## config.mk

```make
export PLATFORM = sky130hd
export DESIGN_NAME = base64_stream_encoder_core
export DESIGN_NICKNAME = d
export VERILOG_FILES = /design/src/hdl/b64e_pkg.sv /design/src/hdl/b64e_front.sv /design/src/hdl/b64e_queue.sv /design/src/hdl/b64e_back.sv /design/src/hdl/base64_stream_encoder_core.sv
export SDC_FILE = /design/constraint.sdc
export NUM_CORES = 1
export LEC_CHECK = 0
export BUFFER_PORTS_ARGS = -buffer_cell sky130_fd_sc_hd__buf_2
export CAP_MARGIN = 20
export CELL_PAD_IN_SITES_DETAIL_PLACEMENT = 0
export CELL_PAD_IN_SITES_GLOBAL_PLACEMENT = 1
export CORE_UTILIZATION = 47
export CTS_BUF_LIST = sky130_fd_sc_hd__clkbuf_8
export CTS_CLUSTER_SIZE = 24
export DETAILED_ROUTE_END_ITERATION = 8
export PLACE_DENSITY_LB_ADDON = 0.1
export SLEW_MARGIN = 20
export SYNTH_ARGS = -nofsm -noshare
export SYNTH_HDL_FRONTEND = slang
export SYNTH_SLANG_ARGS = --single-unit
```

## constraint.sdc

```tcl
create_clock -name clock -period 3.1 [get_ports clock]
set_input_delay 0.465 -clock clock [delete_from_list [all_inputs] [get_ports clock]]
set_output_delay 0.465 -clock clock [all_outputs]
set_load 0.02 [all_outputs]
```

## src/hdl/b64e_pkg.sv

```systemverilog
package b64e_pkg;

   localparam int unsigned QDepth   = 2;
   localparam int unsigned QPtrBits = (QDepth > 1) ? $clog2(QDepth) : 1;
   localparam int unsigned QCntBits = $clog2(QDepth + 1);

   localparam logic [6:0] PadIndex = 7'd64;

   // byte counts within a group
   localparam logic [1:0] PhaseStart = 2'd0;
   localparam logic [1:0] PhaseOne   = 2'd1;
   localparam logic [1:0] PhaseTwo   = 2'd2;

   typedef struct packed {
      logic [7:0] in_byte;
      logic       last_byte;
   } req_type;

   typedef struct packed {
      logic [7:0] out_char;
      logic       group_end;
      logic       message_end;
   } rsp_type;

   // one run of four output characters, built from one to three bytes
   typedef struct packed {
      logic [7:0] byte_a;
      logic [7:0] byte_b;
      logic [7:0] byte_c;
      logic [1:0] count;
      logic       msg_end;
   } run_type;

   // front to queue handshake
   typedef struct packed {
      logic    push;
      run_type run;
   } q_wr_type;

   // queue to back status
   typedef struct packed {
      logic    valid;
      run_type run;
   } q_rd_type;

   // alphabet index (0..63, 64 for pad) of character k of a run
   function automatic logic [6:0] b64e_index(run_type r, logic [1:0] k);
      logic [6:0] idx;
      idx = PadIndex;
      case (k)
         2'd0: idx = {3'b000, r.byte_a[7:4]} << 2 | {5'd0, r.byte_a[3:2]};
         2'd1: idx = {1'b0, r.byte_a[1:0],
                      (r.count > 2'd1) ? r.byte_b[7:4] : 4'h0};
         2'd2: idx = (r.count > 2'd1) ?
                     {1'b0, r.byte_b[3:0], (r.count > 2'd2) ? r.byte_c[7:6] : 2'b00} :
                     PadIndex;
         2'd3: idx = (r.count > 2'd2) ? {1'b0, r.byte_c[5:0]} : PadIndex;
         default: idx = PadIndex;
      endcase
      return idx;
   endfunction

   // standard alphabet, pad '=' at index 64
   function automatic logic [7:0] b64e_char(logic [6:0] idx);
      logic [7:0] c;
      c = 8'h3D;
      case (idx) inside
         [7'd0:7'd25]:  c = 8'h41 + {1'b0, idx};
         [7'd26:7'd51]: c = 8'h61 + {1'b0, idx - 7'd26};
         [7'd52:7'd61]: c = 8'h30 + {1'b0, idx - 7'd52};
         7'd62:         c = 8'h2B;
         7'd63:         c = 8'h2F;
         default:       c = 8'h3D;
      endcase
      return c;
   endfunction

endpackage

```

## src/hdl/b64e_front.sv

```systemverilog
module b64e_front
   import b64e_pkg::*;
(
   input  logic     clock,
   input  logic     reset,
   input  logic     push,
   output logic     full,
   input  req_type  req_item,
   input  logic     q_full,
   output q_wr_type q_wr
);

   logic [15:0] held_ff, held_in;
   logic [1:0]  phase_ff, phase_in;
   logic        accept;
   logic [1:0]  phase;

   assign full   = q_full;
   assign accept = push & ~q_full;

   always_comb begin
      phase       = (phase_ff == 2'd3) ? PhaseStart : phase_ff;
      held_in     = held_ff;
      phase_in    = phase_ff;
      q_wr.push   = 1'b0;
      q_wr.run    = '0;
      if (accept) begin
         case (phase)
            PhaseTwo: begin
               q_wr.push        = 1'b1;
               q_wr.run.byte_a  = held_ff[15:8];
               q_wr.run.byte_b  = held_ff[7:0];
               q_wr.run.byte_c  = req_item.in_byte;
               q_wr.run.count   = 2'd3;
               q_wr.run.msg_end = req_item.last_byte;
               held_in          = '0;
               phase_in         = PhaseStart;
            end
            PhaseOne: begin
               if (req_item.last_byte) begin
                  q_wr.push        = 1'b1;
                  q_wr.run.byte_a  = held_ff[7:0];
                  q_wr.run.byte_b  = req_item.in_byte;
                  q_wr.run.count   = 2'd2;
                  q_wr.run.msg_end = 1'b1;
                  held_in          = '0;
                  phase_in         = PhaseStart;
               end else begin
                  held_in  = {held_ff[7:0], req_item.in_byte};
                  phase_in = PhaseTwo;
               end
            end
            default: begin
               if (req_item.last_byte) begin
                  q_wr.push        = 1'b1;
                  q_wr.run.byte_a  = req_item.in_byte;
                  q_wr.run.count   = 2'd1;
                  q_wr.run.msg_end = 1'b1;
                  held_in          = '0;
                  phase_in         = PhaseStart;
               end else begin
                  held_in  = {8'h00, req_item.in_byte};
                  phase_in = PhaseOne;
               end
            end
         endcase
      end
   end

   always_ff @(posedge clock) begin
      if (reset) begin
         held_ff  <= '0;
         phase_ff <= PhaseStart;
      end else begin
         held_ff  <= held_in;
         phase_ff <= phase_in;
      end
   end

endmodule

```

## src/hdl/b64e_queue.sv

```systemverilog
module b64e_queue
   import b64e_pkg::*;
(
   input  logic     clock,
   input  logic     reset,
   input  q_wr_type q_wr,
   output logic     q_full,
   output q_rd_type q_rd,
   input  logic     q_pop
);

   run_type              entry_ff [QDepth];
   logic [QPtrBits-1:0]  wr_ptr_ff, wr_ptr_in;
   logic [QPtrBits-1:0]  rd_ptr_ff, rd_ptr_in;
   logic [QCntBits-1:0]  count_ff, count_in;
   logic                 do_push, do_pop;

   assign q_full     = (count_ff == QCntBits'(QDepth));
   assign q_rd.valid = (count_ff != '0);
   assign q_rd.run   = entry_ff[rd_ptr_ff];

   assign do_push = q_wr.push & ~q_full;
   assign do_pop  = q_pop & q_rd.valid;

   function automatic logic [QPtrBits-1:0] next_ptr(logic [QPtrBits-1:0] p);
      return (p == QPtrBits'(QDepth - 1)) ? '0 : p + 1'b1;
   endfunction

   always_comb begin
      wr_ptr_in = do_push ? next_ptr(wr_ptr_ff) : wr_ptr_ff;
      rd_ptr_in = do_pop  ? next_ptr(rd_ptr_ff) : rd_ptr_ff;
      count_in  = count_ff + QCntBits'(do_push) - QCntBits'(do_pop);
   end

   always_ff @(posedge clock) begin
      if (do_push) begin
         entry_ff[wr_ptr_ff] <= q_wr.run;
      end
   end

   always_ff @(posedge clock) begin
      if (reset) begin
         wr_ptr_ff <= '0;
         rd_ptr_ff <= '0;
         count_ff  <= '0;
      end else begin
         wr_ptr_ff <= wr_ptr_in;
         rd_ptr_ff <= rd_ptr_in;
         count_ff  <= count_in;
      end
   end

endmodule

```

## src/hdl/b64e_back.sv

```systemverilog
module b64e_back
   import b64e_pkg::*;
(
   input  logic     clock,
   input  logic     reset,
   input  q_rd_type q_rd,
   output logic     q_pop,
   output logic     empty,
   input  logic     pop,
   output rsp_type  rsp_item
);

   run_type    run_ff, run_in;
   logic       busy_ff, busy_in;
   logic [1:0] idx_ff, idx_in;
   rsp_type    out_ff, out_in;
   logic       out_valid_ff, out_valid_in;
   logic       advance, run_done;

   assign advance  = busy_ff & (~out_valid_ff | pop);
   assign run_done = advance & (idx_ff == 2'd3);
   assign q_pop    = q_rd.valid & (~busy_ff | run_done);

   always_comb begin
      run_in       = run_ff;
      busy_in      = busy_ff;
      idx_in       = idx_ff;
      out_in       = out_ff;
      out_valid_in = out_valid_ff & ~pop;
      if (advance) begin
         out_in.out_char    = b64e_char(b64e_index(run_ff, idx_ff));
         out_in.group_end   = (idx_ff == 2'd3);
         out_in.message_end = (idx_ff == 2'd3) & run_ff.msg_end;
         out_valid_in       = 1'b1;
         idx_in             = idx_ff + 2'd1;
         if (run_done) begin
            busy_in = 1'b0;
         end
      end
      if (q_pop) begin
         run_in  = q_rd.run;
         busy_in = 1'b1;
         idx_in  = 2'd0;
      end
   end

   always_ff @(posedge clock) begin
      run_ff <= run_in;
      out_ff <= out_in;
   end

   always_ff @(posedge clock) begin
      if (reset) begin
         busy_ff      <= 1'b0;
         idx_ff       <= 2'd0;
         out_valid_ff <= 1'b0;
      end else begin
         busy_ff      <= busy_in;
         idx_ff       <= idx_in;
         out_valid_ff <= out_valid_in;
      end
   end

   assign empty    = ~out_valid_ff;
   assign rsp_item = out_ff;

endmodule

```

## src/hdl/base64_stream_encoder_core.sv

```systemverilog
// Base64 stream encoder, standard alphabet with '=' padding.
// Request side is a queue write port: present a byte on req_item with push
// high; the transaction completes on a clock edge where full is low. Flag the
// final byte of a message with last_byte.
// Response side is a queue read port: while empty is low, rsp_item holds the
// oldest character; pop completes the transaction at a clock edge.
// Every group of three bytes (or the final partial group) makes a run of four
// characters; group_end marks the fourth, message_end also marks it on the
// final run of a message.
// The byte that completes a run is written into the queue as it is accepted;
// the serializer then loads the run and registers its first character.
// Throughput: one character per cycle out of a single output register when
// the reader pops every cycle; each three bytes make four characters. A
// two-run queue sits between the byte grouper and the character serializer,
// so bytes keep flowing while a run is being emitted.
// Reset (synchronous, active high) drops any held bytes, empties the queue
// and the output register; the next byte starts a new message.
// When the reader stalls, the output holds, the queue fills, and full rises.
module base64_stream_encoder_core
   import b64e_pkg::*;
(
   input  logic    clock,
   input  logic    reset,
   input  logic    push,
   output logic    full,
   input  req_type req_item,
   output logic    empty,
   input  logic    pop,
   output rsp_type rsp_item
);

   q_wr_type q_wr;
   q_rd_type q_rd;
   logic     q_full;
   logic     q_pop;

   // front: groups bytes, decides when a run is complete
   b64e_front u_front (
      .clock    (clock),
      .reset    (reset),
      .push     (push),
      .full     (full),
      .req_item (req_item),
      .q_full   (q_full),
      .q_wr     (q_wr)
   );

   // short run queue decoupling grouping from serialization
   b64e_queue u_queue (
      .clock  (clock),
      .reset  (reset),
      .q_wr   (q_wr),
      .q_full (q_full),
      .q_rd   (q_rd),
      .q_pop  (q_pop)
   );

   // back: one character per cycle into the output register while the reader pops
   b64e_back u_back (
      .clock    (clock),
      .reset    (reset),
      .q_rd     (q_rd),
      .q_pop    (q_pop),
      .empty    (empty),
      .pop      (pop),
      .rsp_item (rsp_item)
   );

endmodule

```

==> results of run 1 <==
## critical path, delay by kind of cell, from the launching register on
kind | cells | cell delay [ns]
compound gates | 4 | 1.04
mux | 1 | 0.33
simple gates | 2 | 0.46
fa+ha+maj | 1 | 0.20
flops | 1 | 0.35
buf+inv | 3 | 0.38
## registers in the layout, summed over array words and instances, names as in the netlist
signal / flops
u_queue.wr_ptr_ff: 1
u_queue.count_ff: 2
u_back.rsp_item: 10
u_queue.entry_ff: 54
u_back.run_ff: 27
u_back.idx_ff: 2
u_back.busy_ff: 1
u_front.phase_ff: 2
u_back.out_valid_ff: 1
u_queue.rd_ptr_ff: 1
u_front.held_ff: 16
## how the worst max path moves through the flow
stage | startpoint | to | slack [ns] | cells past startpoint
after global routing | u_back.idx_ff[0] | u_back.rsp_item[2] | -0.02 | 13
final | u_back.idx_ff[0] | u_back.rsp_item[2] | 0.08 | 11
after global placement | u_back.idx_ff[0] | u_back.rsp_item[3] | 0.04 | 14
after detailed placement | u_back.idx_ff[0] | u_back.rsp_item[3] | -0.006 | 14
after floorplan | u_back.idx_ff[0] | u_back.rsp_item[8] | 0.01 | 13
after CTS | u_back.idx_ff[0] | u_back.rsp_item[8] | 0.007 | 13
## routing by layer
layer,vias up,track usage [%],part of all wire (%)
met5,-,0,0
met4,0,8.62,1.9
met3,18,5.47,3.2
met2,70,32.1,49
met1,1856,24.0,46
li1,1828,-,-
## cells in the mapped netlist (2+ instances only)
cell	instances
nor3_1	5
a21oi_1	14
a221o_1	2
o211ai_1	4
a32oi_1	2
mux2i_1	2
nand4_1	4
o21ai_0	3
a31o_2	2
dfxtp_1	26
nand3b_1	2
nand2b_1	8
and3_1	10
buf_2	4
clkbuf_1	20
a22oi_1	25
a22o_1	3
a221oi_1	11
nor2_1	37
xor2_1	3
o41ai_1	3
nand3_1	9
nand4b_1	3
ha_1	21
o221ai_1	2
a21boi_1	2
mux2_2	27
nand2_1	38
and2_1	5
xnor2_1	15
inv_1	16
a31oi_1	3
a211oi_1	10
edfxtp_1	91
o2111ai_1	2
nor2b_1	7
## final cells by class
cell class                      count  share of cell area [%]
Timing Repair Buffer               57                    5.68
Tap cell                          143                    2.73
Clock buffer                       20                    4.20
Clock inverter                     12                    1.76
Sequential cell                   117                    49.7
Multi-Input combinational cell    300                    35.0
Inverter                           16                   0.917
## where the power goes
part           switching, µW  total [µW]  internal [µW]
combinational           1790        3120           1330
clock                    576        1340            764
sequential               133        2290           2150
## timing repair
item / 4_1_cts / 5_1_grt
resized for setup: 2 / 28
pin swaps: 0 / 12
endpoints found under the setup margin: 2 / 8
buffers inserted: 1 / 2
## logic make-up after synthesis
group           count (synthesis)
mux                            30
xor+xnor                       18
buf+inv                        41
compound gates                 98
fa+ha+maj                      21
flops                         117
simple gates                  133
## through the flow
stage	TNS (ns)	area, µm²	worst slack, ns
after global routing	-0.0411	6550	-0.0226
after detailed placement	-0.00967	6000	-0.00640
final	0	6550	0.0755
after CTS	0	6400	0.00658
after floorplan	0	5590	0.0126
after global placement	0	6000	0.0368
## placed cells by master (no fill, tap or decap), types with 10 or more instances in the layout
cell | netlist | routed
nor2_1 | 37 | 36
a211oi_1 | 10 | 10
clkbuf_8 | 0 | 20
nand2_1 | 38 | 36
xnor2_1 | 15 | 15
buf_2 | 4 | 24
ha_1 | 21 | 17
a221oi_1 | 11 | 10
buf_4 | 1 | 32
and3_1 | 10 | 10
a22oi_1 | 25 | 23
a21oi_1 | 14 | 11
edfxtp_1 | 91 | 91
mux2_2 | 27 | 27
dfxtp_1 | 26 | 24
inv_1 | 16 | 15
==> summary.txt, run 1 <==
Timing
  – RSZ-0062 raised after global routing: true
  – Max Fclk: ~330 MHz
  – Setup violators final: 0
  – Final hold viol count: 0
  – Final Critical Period: 3.02 ns
  – Hold_ws: 0.323 ns
  – Max-slew violations: 0
  – Worst Tran Pin Value: approximately 0.63 ns
  – Slew headroom: a little under three fifths
  – Final clock skew: around 0.0099 ns
  – Tcrit/Tclk final: a little under 100%

Setup path
  – Worst EP arrival: between 3 and 4 ns
  – CP Capture Type: flop
  – Slowest CP cell: a222oi_1
  – R2R Setup Slk: 0.08 ns
  – Slowest cell delay on critical path: 0.39 ns
  – R2R cell count: 11
  – Required time worst endpoint: approximately 3.3 ns
  – Most used cell, CP: buf_4
  – Peak fanout along the critical path: 6
  – Reg2reg start: u_back.idx_ff[0]
  – Startpoint types: flop
  – Critical Path, Cell by Cell: inv_2, ha_1, buf_4, a22o_4, a221o_1, buf_4, a222oi_1, a211oi_2, or3_4, nand2_2, mux2_1
  – WS Path Type: flop to flop
  – Worst r2r dst: u_back.rsp_item[2]

Layout
  – P&R area growth vs syn: 17.8%
  – Final Util: 57.1%
  – Multi-input logic area: between 2000 and 2500 µm²
  – Ant. Diodes: 0
  – Register area: ~3300 µm²
  – Layout Nets: ~540
  – Finished Layout Cells: 665
  – Filler cells: about 950
  – Share of cells above drive strength 1: between 20% and 30%

Placement
  – Detailed-placement wirelength estimate: around 8200 µm
  – RePlAce Congestion: a little over 0.9
  – # port buffers: 24
  – # placed instances: 630

Global route
  – Total track usage: a little under 20%
  – Global-route wire length before repair: ~18000 µm
  – Pin count of the biggest net entering global routing: 31
  – Initial antenna violation count: 0
  – Total gr overflow: 0
  – Vias in the first global route: roughly 3600

Clock network
  – Later-pin clock latency in the skew report: around 0.43 ns
  – Clock tree sinks: 117
  – CTS root buf: clkbuf_8
  – TritonCTS clock tree: built
  – Clk buf depth: 2
  – # hold bufs at CTS: 0
  – Clk slew on worst S/H paths: 0.07 ns
  – CTS buffer count: 17
  – Htree depth: 4

Drt
  – Post-Route WL: 11500 µm
  – Iter 0 DRT Violations: roughly 180
  – DRC Markers: 0
  – Vias per cell: ~5.7
  – DR vias: roughly 3800
  – ANT nets after route: 0
  – First-pass iteration count of the detailed router: 4
  – Wire per inst: between 15 and 20 µm

Synth
  – Xor/xnor share of the synthesized area: roughly 2.8%
  – Largest family of logic cells by synthesized area: compound AO/OA/AOI/OAI gates
  – Synth area leaders: edfxtp_1 (49%), dfxtp_1 (9.4%), mux2_2 (5.5%), ha_1 (4.7%), a22oi_1 (3.4%)
  – Simple-gate share of the synthesized area: 11.6%
  – EDFF count, synth: 91
  – Main synth FF type: edfxtp_1
  – Asr flop ratio synth: 0%
  – Synthesized flop and latch total: around 120
  – Syn Nets: slightly below 500
  – Post-Syn Area: 5560 µm²
  – Distinct cells, synth: 53
  – Post-synthesis instance total: ~460
  – Synth Area in Compound Gates: approximately an eighth
  – Mux share of post-synthesis cell area: just over 6%
  – Seq/Total Area, Yosys: around three fifths
  – Synth area leader: edfxtp_1
  – Synthesis warning total: 0
  – Post-Synth Adder-Cell Area: 4.73%
  – Syn avg cell area: approximately 12 µm²
  – Yosys top cell area share: roughly half

Power
  – Pwr Total: around 6700 µW
  – Worst VDD drop: 0.780 mV
  – Leakage: around 0.0024 µW
  – Power Density: 1030 nW/µm²

Worst hold path
  – Hold Path Stages: 3
  – Hold/Removal Path Class: primary input to flop
  – Worst hold endpoint: u_front.held_ff[4]
  – Hold Startpoint: req_item[5]

Floorplanning
  – Initial core utilization: about half
  – Core area: ~11000 µm²
  – Die area: around 12000 µm²
  – Rows: 39
  – Die width: 111 µm
  – # IOs: 25
  – Die Y-Extent: 111 µm

Run status
  – Run status: completed

Run
  – Total of max-cap violations: 0
Power figures use the tool's default switching activity.
==> run 2: changes to the inputs <==
--- a/config.mk
+++ b/config.mk
@@ -6,10 +6,9 @@
 export NUM_CORES = 1
 export LEC_CHECK = 0
 export BUFFER_PORTS_ARGS = -buffer_cell sky130_fd_sc_hd__buf_2
-export CAP_MARGIN = 20
-export CELL_PAD_IN_SITES_DETAIL_PLACEMENT = 0
-export CELL_PAD_IN_SITES_GLOBAL_PLACEMENT = 1
-export CORE_UTILIZATION = 47
+export CELL_PAD_IN_SITES_DETAIL_PLACEMENT = 1
+export CELL_PAD_IN_SITES_GLOBAL_PLACEMENT = 2
+export CORE_UTILIZATION = 40
 export CTS_BUF_LIST = sky130_fd_sc_hd__clkbuf_8
 export CTS_CLUSTER_SIZE = 24
 export DETAILED_ROUTE_END_ITERATION = 8
==> summary.txt, run 2 (synthesized netlist as in run 1, its figures left out) <==
Layout
  – Reg with most FFs: u_queue.entry_ff
  – Share of cells above drive strength 1: 30.6% (+1.5 points)
  – Multi-input logic area: 2350 µm² (+2.5%)
  – Max FFs per register: 54 (unchanged)
  – Ant. Diodes: 0 (unchanged)
  – Final Util: 50.1% (-7.0 points)
  – Commonest non-fill, non-tap cell in the layout: edfxtp_1
  – Filler cells: 1426 (+50%)
  – Fin area: 6720 µm² (+2.6%)
  – Commonest cells after routing, fill and taps aside: edfxtp_1 (91), buf_4 (39), nor2_1 (36)
  – Largest registers: u_queue.entry_ff: 54 flops, u_back.run_ff: 27 flops, u_front.held_ff: 16 flops
  – Register area: 3260 µm² (+0.15%)
  – Layout Nets: 550 (+1.3%)
  – Finished Layout Cells: 705 (+6.0%)
  – P&R area growth vs syn: 20.8%

Clock network
  – CTS buffer count: 17 (unchanged)
  – # hold bufs at CTS: 0 (unchanged)
  – Later-pin clock latency in the skew report: 0.43 ns (about the same)
  – TritonCTS clock tree: built
  – Clk slew on worst S/H paths: 0.07 ns (about the same)
  – CTS root buf: clkbuf_8
  – Clk buf depth: 2 (unchanged)
  – Htree depth: 4 (unchanged)
  – Clock tree sinks: 117 (unchanged)

Drt
  – First-pass iteration count of the detailed router: 4 (unchanged)
  – Vias per cell: 5.43 (-4.3%)
  – Wire per inst: 18.6 µm (+7.8%)
  – DRC Markers: 0 (unchanged)
  – ANT nets after route: 0 (unchanged)
  – DR vias: 3827 (+1.5%)
  – Iter 0 DRT Violations: 191 (+4.9%)
  – Post-Route WL: 13100 µm (+14%)

Setup path
  – Critical Path, Cell by Cell: ha_1, and3_4, a221o_1, nand2_4, buf_4, ha_4, nor2_4, a22o_1, a21oi_2, or3_4, nand2_4, mux2_1
  – R2R Setup Slk: 0.05 ns (-0.03 ns)
  – Worst EP arrival: 3.23 ns (+0.04 ns)
  – WS Path Type: flop to flop
  – Worst r2r dst: u_back.rsp_item[2]
  – Slowest cell delay on critical path: 0.41 ns (+0.02 ns)
  – CP Buf/Inv Count: 1 (-2)
  – Worst Setup SP: u_back.idx_ff[1]
  – Critical path destination: u_back.rsp_item[2]
  – Slowest CP cell: or3_4
  – Required time worst endpoint: 3.28 ns (about the same)
  – Most used cell, CP: nand2_4
  – CP top delay family: simple AND/OR/NAND/NOR gates
  – R2R cell count: 12 (+1)
  – Reg2reg start: u_back.idx_ff[1]
  – Startpoint types: flop
  – Peak fanout along the critical path: 6 (unchanged)
  – CP Capture Type: flop
  – Critical Path Stages: 12 (+1)

Timing
  – Slew headroom: 57.7% (+0.21 points)
  – RSZ-0062 raised after global routing: true
  – Final hold viol count: 0 (unchanged)
  – Final clock skew: 0.00763 ns (-0.00224 ns)
  – Tcrit/Tclk final: 98.4% (+0.87 points)
  – Worst Tran Pin Value: 0.631 ns (+0.00124 ns)
  – Max-slew violations: 0 (unchanged)
  – Final Critical Period: 3.05 ns (+0.0270 ns)
  – Setup violators final: 0 (unchanged)
  – TNS Setup: 0 ns (unchanged)
  – Max Fclk: 328 MHz (-0.88%)

Global route
  – Global-route wire length before repair: 21000 µm (+14%)
  – Pin count of the biggest net entering global routing: 31 (unchanged)
  – Total track usage: 19.5% (about the same)
  – Total gr overflow: 0 (unchanged)
  – Vias in the first global route: 3933 (+8.5%)
  – Initial antenna violation count: 0 (unchanged)

Power
  – Power Density: 1050 nW/µm² (+1.9%)
  – Pwr Total: 7050 µW (+4.5%)
  – Leakage: 0.00242 µW (+1.3%)
  – Worst VDD drop: 0.312 mV (-60%)

Placement
  – RePlAce Congestion: 0.878 (-3.4%)
  – Detailed-placement wirelength estimate: 9370 µm (+14%)
  – DP Area: 6060 µm² (+1.1%)
  – # port buffers: 24 (unchanged)
  – # placed instances: 666 (+5.7%)

Floorplanning
  – Initial core utilization: 41.5% (-7.0 points)
  – Die Y-Extent: 120 µm (+8.2%)
  – Die area: 14400 µm² (+17%)
  – Rows: 42 (+7.7%)
  – Core area: 13400 µm² (+17%)
  – # IOs: 25 (unchanged)
  – Die width: 120 µm (+8.2%)

Run status
  – Run status: completed

Worst hold path
  – Hold/Removal Path Class: primary input to flop
  – Hold Startpoint: req_item[3]

Run
  – Total of max-cap violations: 0 (unchanged)
run 2: changes by cell type in the layout (fill, tap and decap cells not counted), moves of 3 or more:
| cell | change |
|---|---|
| clkinv_1 | +3 |
| inv_1 | -4 |
| clkbuf_8 | -3 |
| ha_1 | -3 |
| ha_4 | +3 |
| buf_4 | +7 |
run 2: how the worst min path moves through the flow:
stage,endpoint,slack (ns),depth (start not counted)
CTS,u_front.held_ff[2],0.29,3
finish,u_front.held_ff[2],0.33,3
detailed placement,u_front.held_ff[9],0.46,2
global placement,u_front.held_ff[9],0.44,2
global route,u_front.held_ff[2],0.33,3
floorplan,u_front.held_ff[9],0.43,2
run 2: layer usage:
| layer | GRT usage [%] | up-vias | routed length [µm] |
|---|---|---|---|
| met3 | 4.33 | 19 | 308 |
| li1 | - | 1846 | - |
| met2 | 33.2 | 57 | 6770 |
| met4 | 8.67 | 0 | 241 |
| met5 | 0 | - | 0 |
| met1 | 23.8 | 1905 | 5820 |
run 2: stage by stage:
stage                     setup WS (ns)  hold slack, ns
final                            0.0485           0.327
after floorplan                  0.0126           0.432
after global routing            -0.0617           0.325
after global placement          0.00674           0.443
after CTS                       0.00998           0.294
after detailed placement        -0.0646           0.457
run 2: layout make-up:
type	instances	area share, %
clock buffers	17	3.48
multi-input cells	300	34.9
clock inverters	15	2.42
inverters	16	1.02
well taps	176	3.28
flip-flops and latches	117	48.5
repair buffers	64	6.32
run 2: where the power goes:
part / internal, µW / leakage, µW / switching (µW)
Combinational: 1440 / 0.00116 / 1900
Clock: 784 / 0.000198 / 626
Sequential: 2150 / 0.00106 / 144
run 2: worst min-delay path, stage by stage:
cell,delay (ns)
buf_2,0.12
a22oi_1,0.07
nor2_1,0.07
run 2: what timing repair did:
item,4_1_cts,5_1_grt
pin swaps,1,14
setup endpoints to repair,2,8
buffers inserted,0,7
resized for setup,4,37
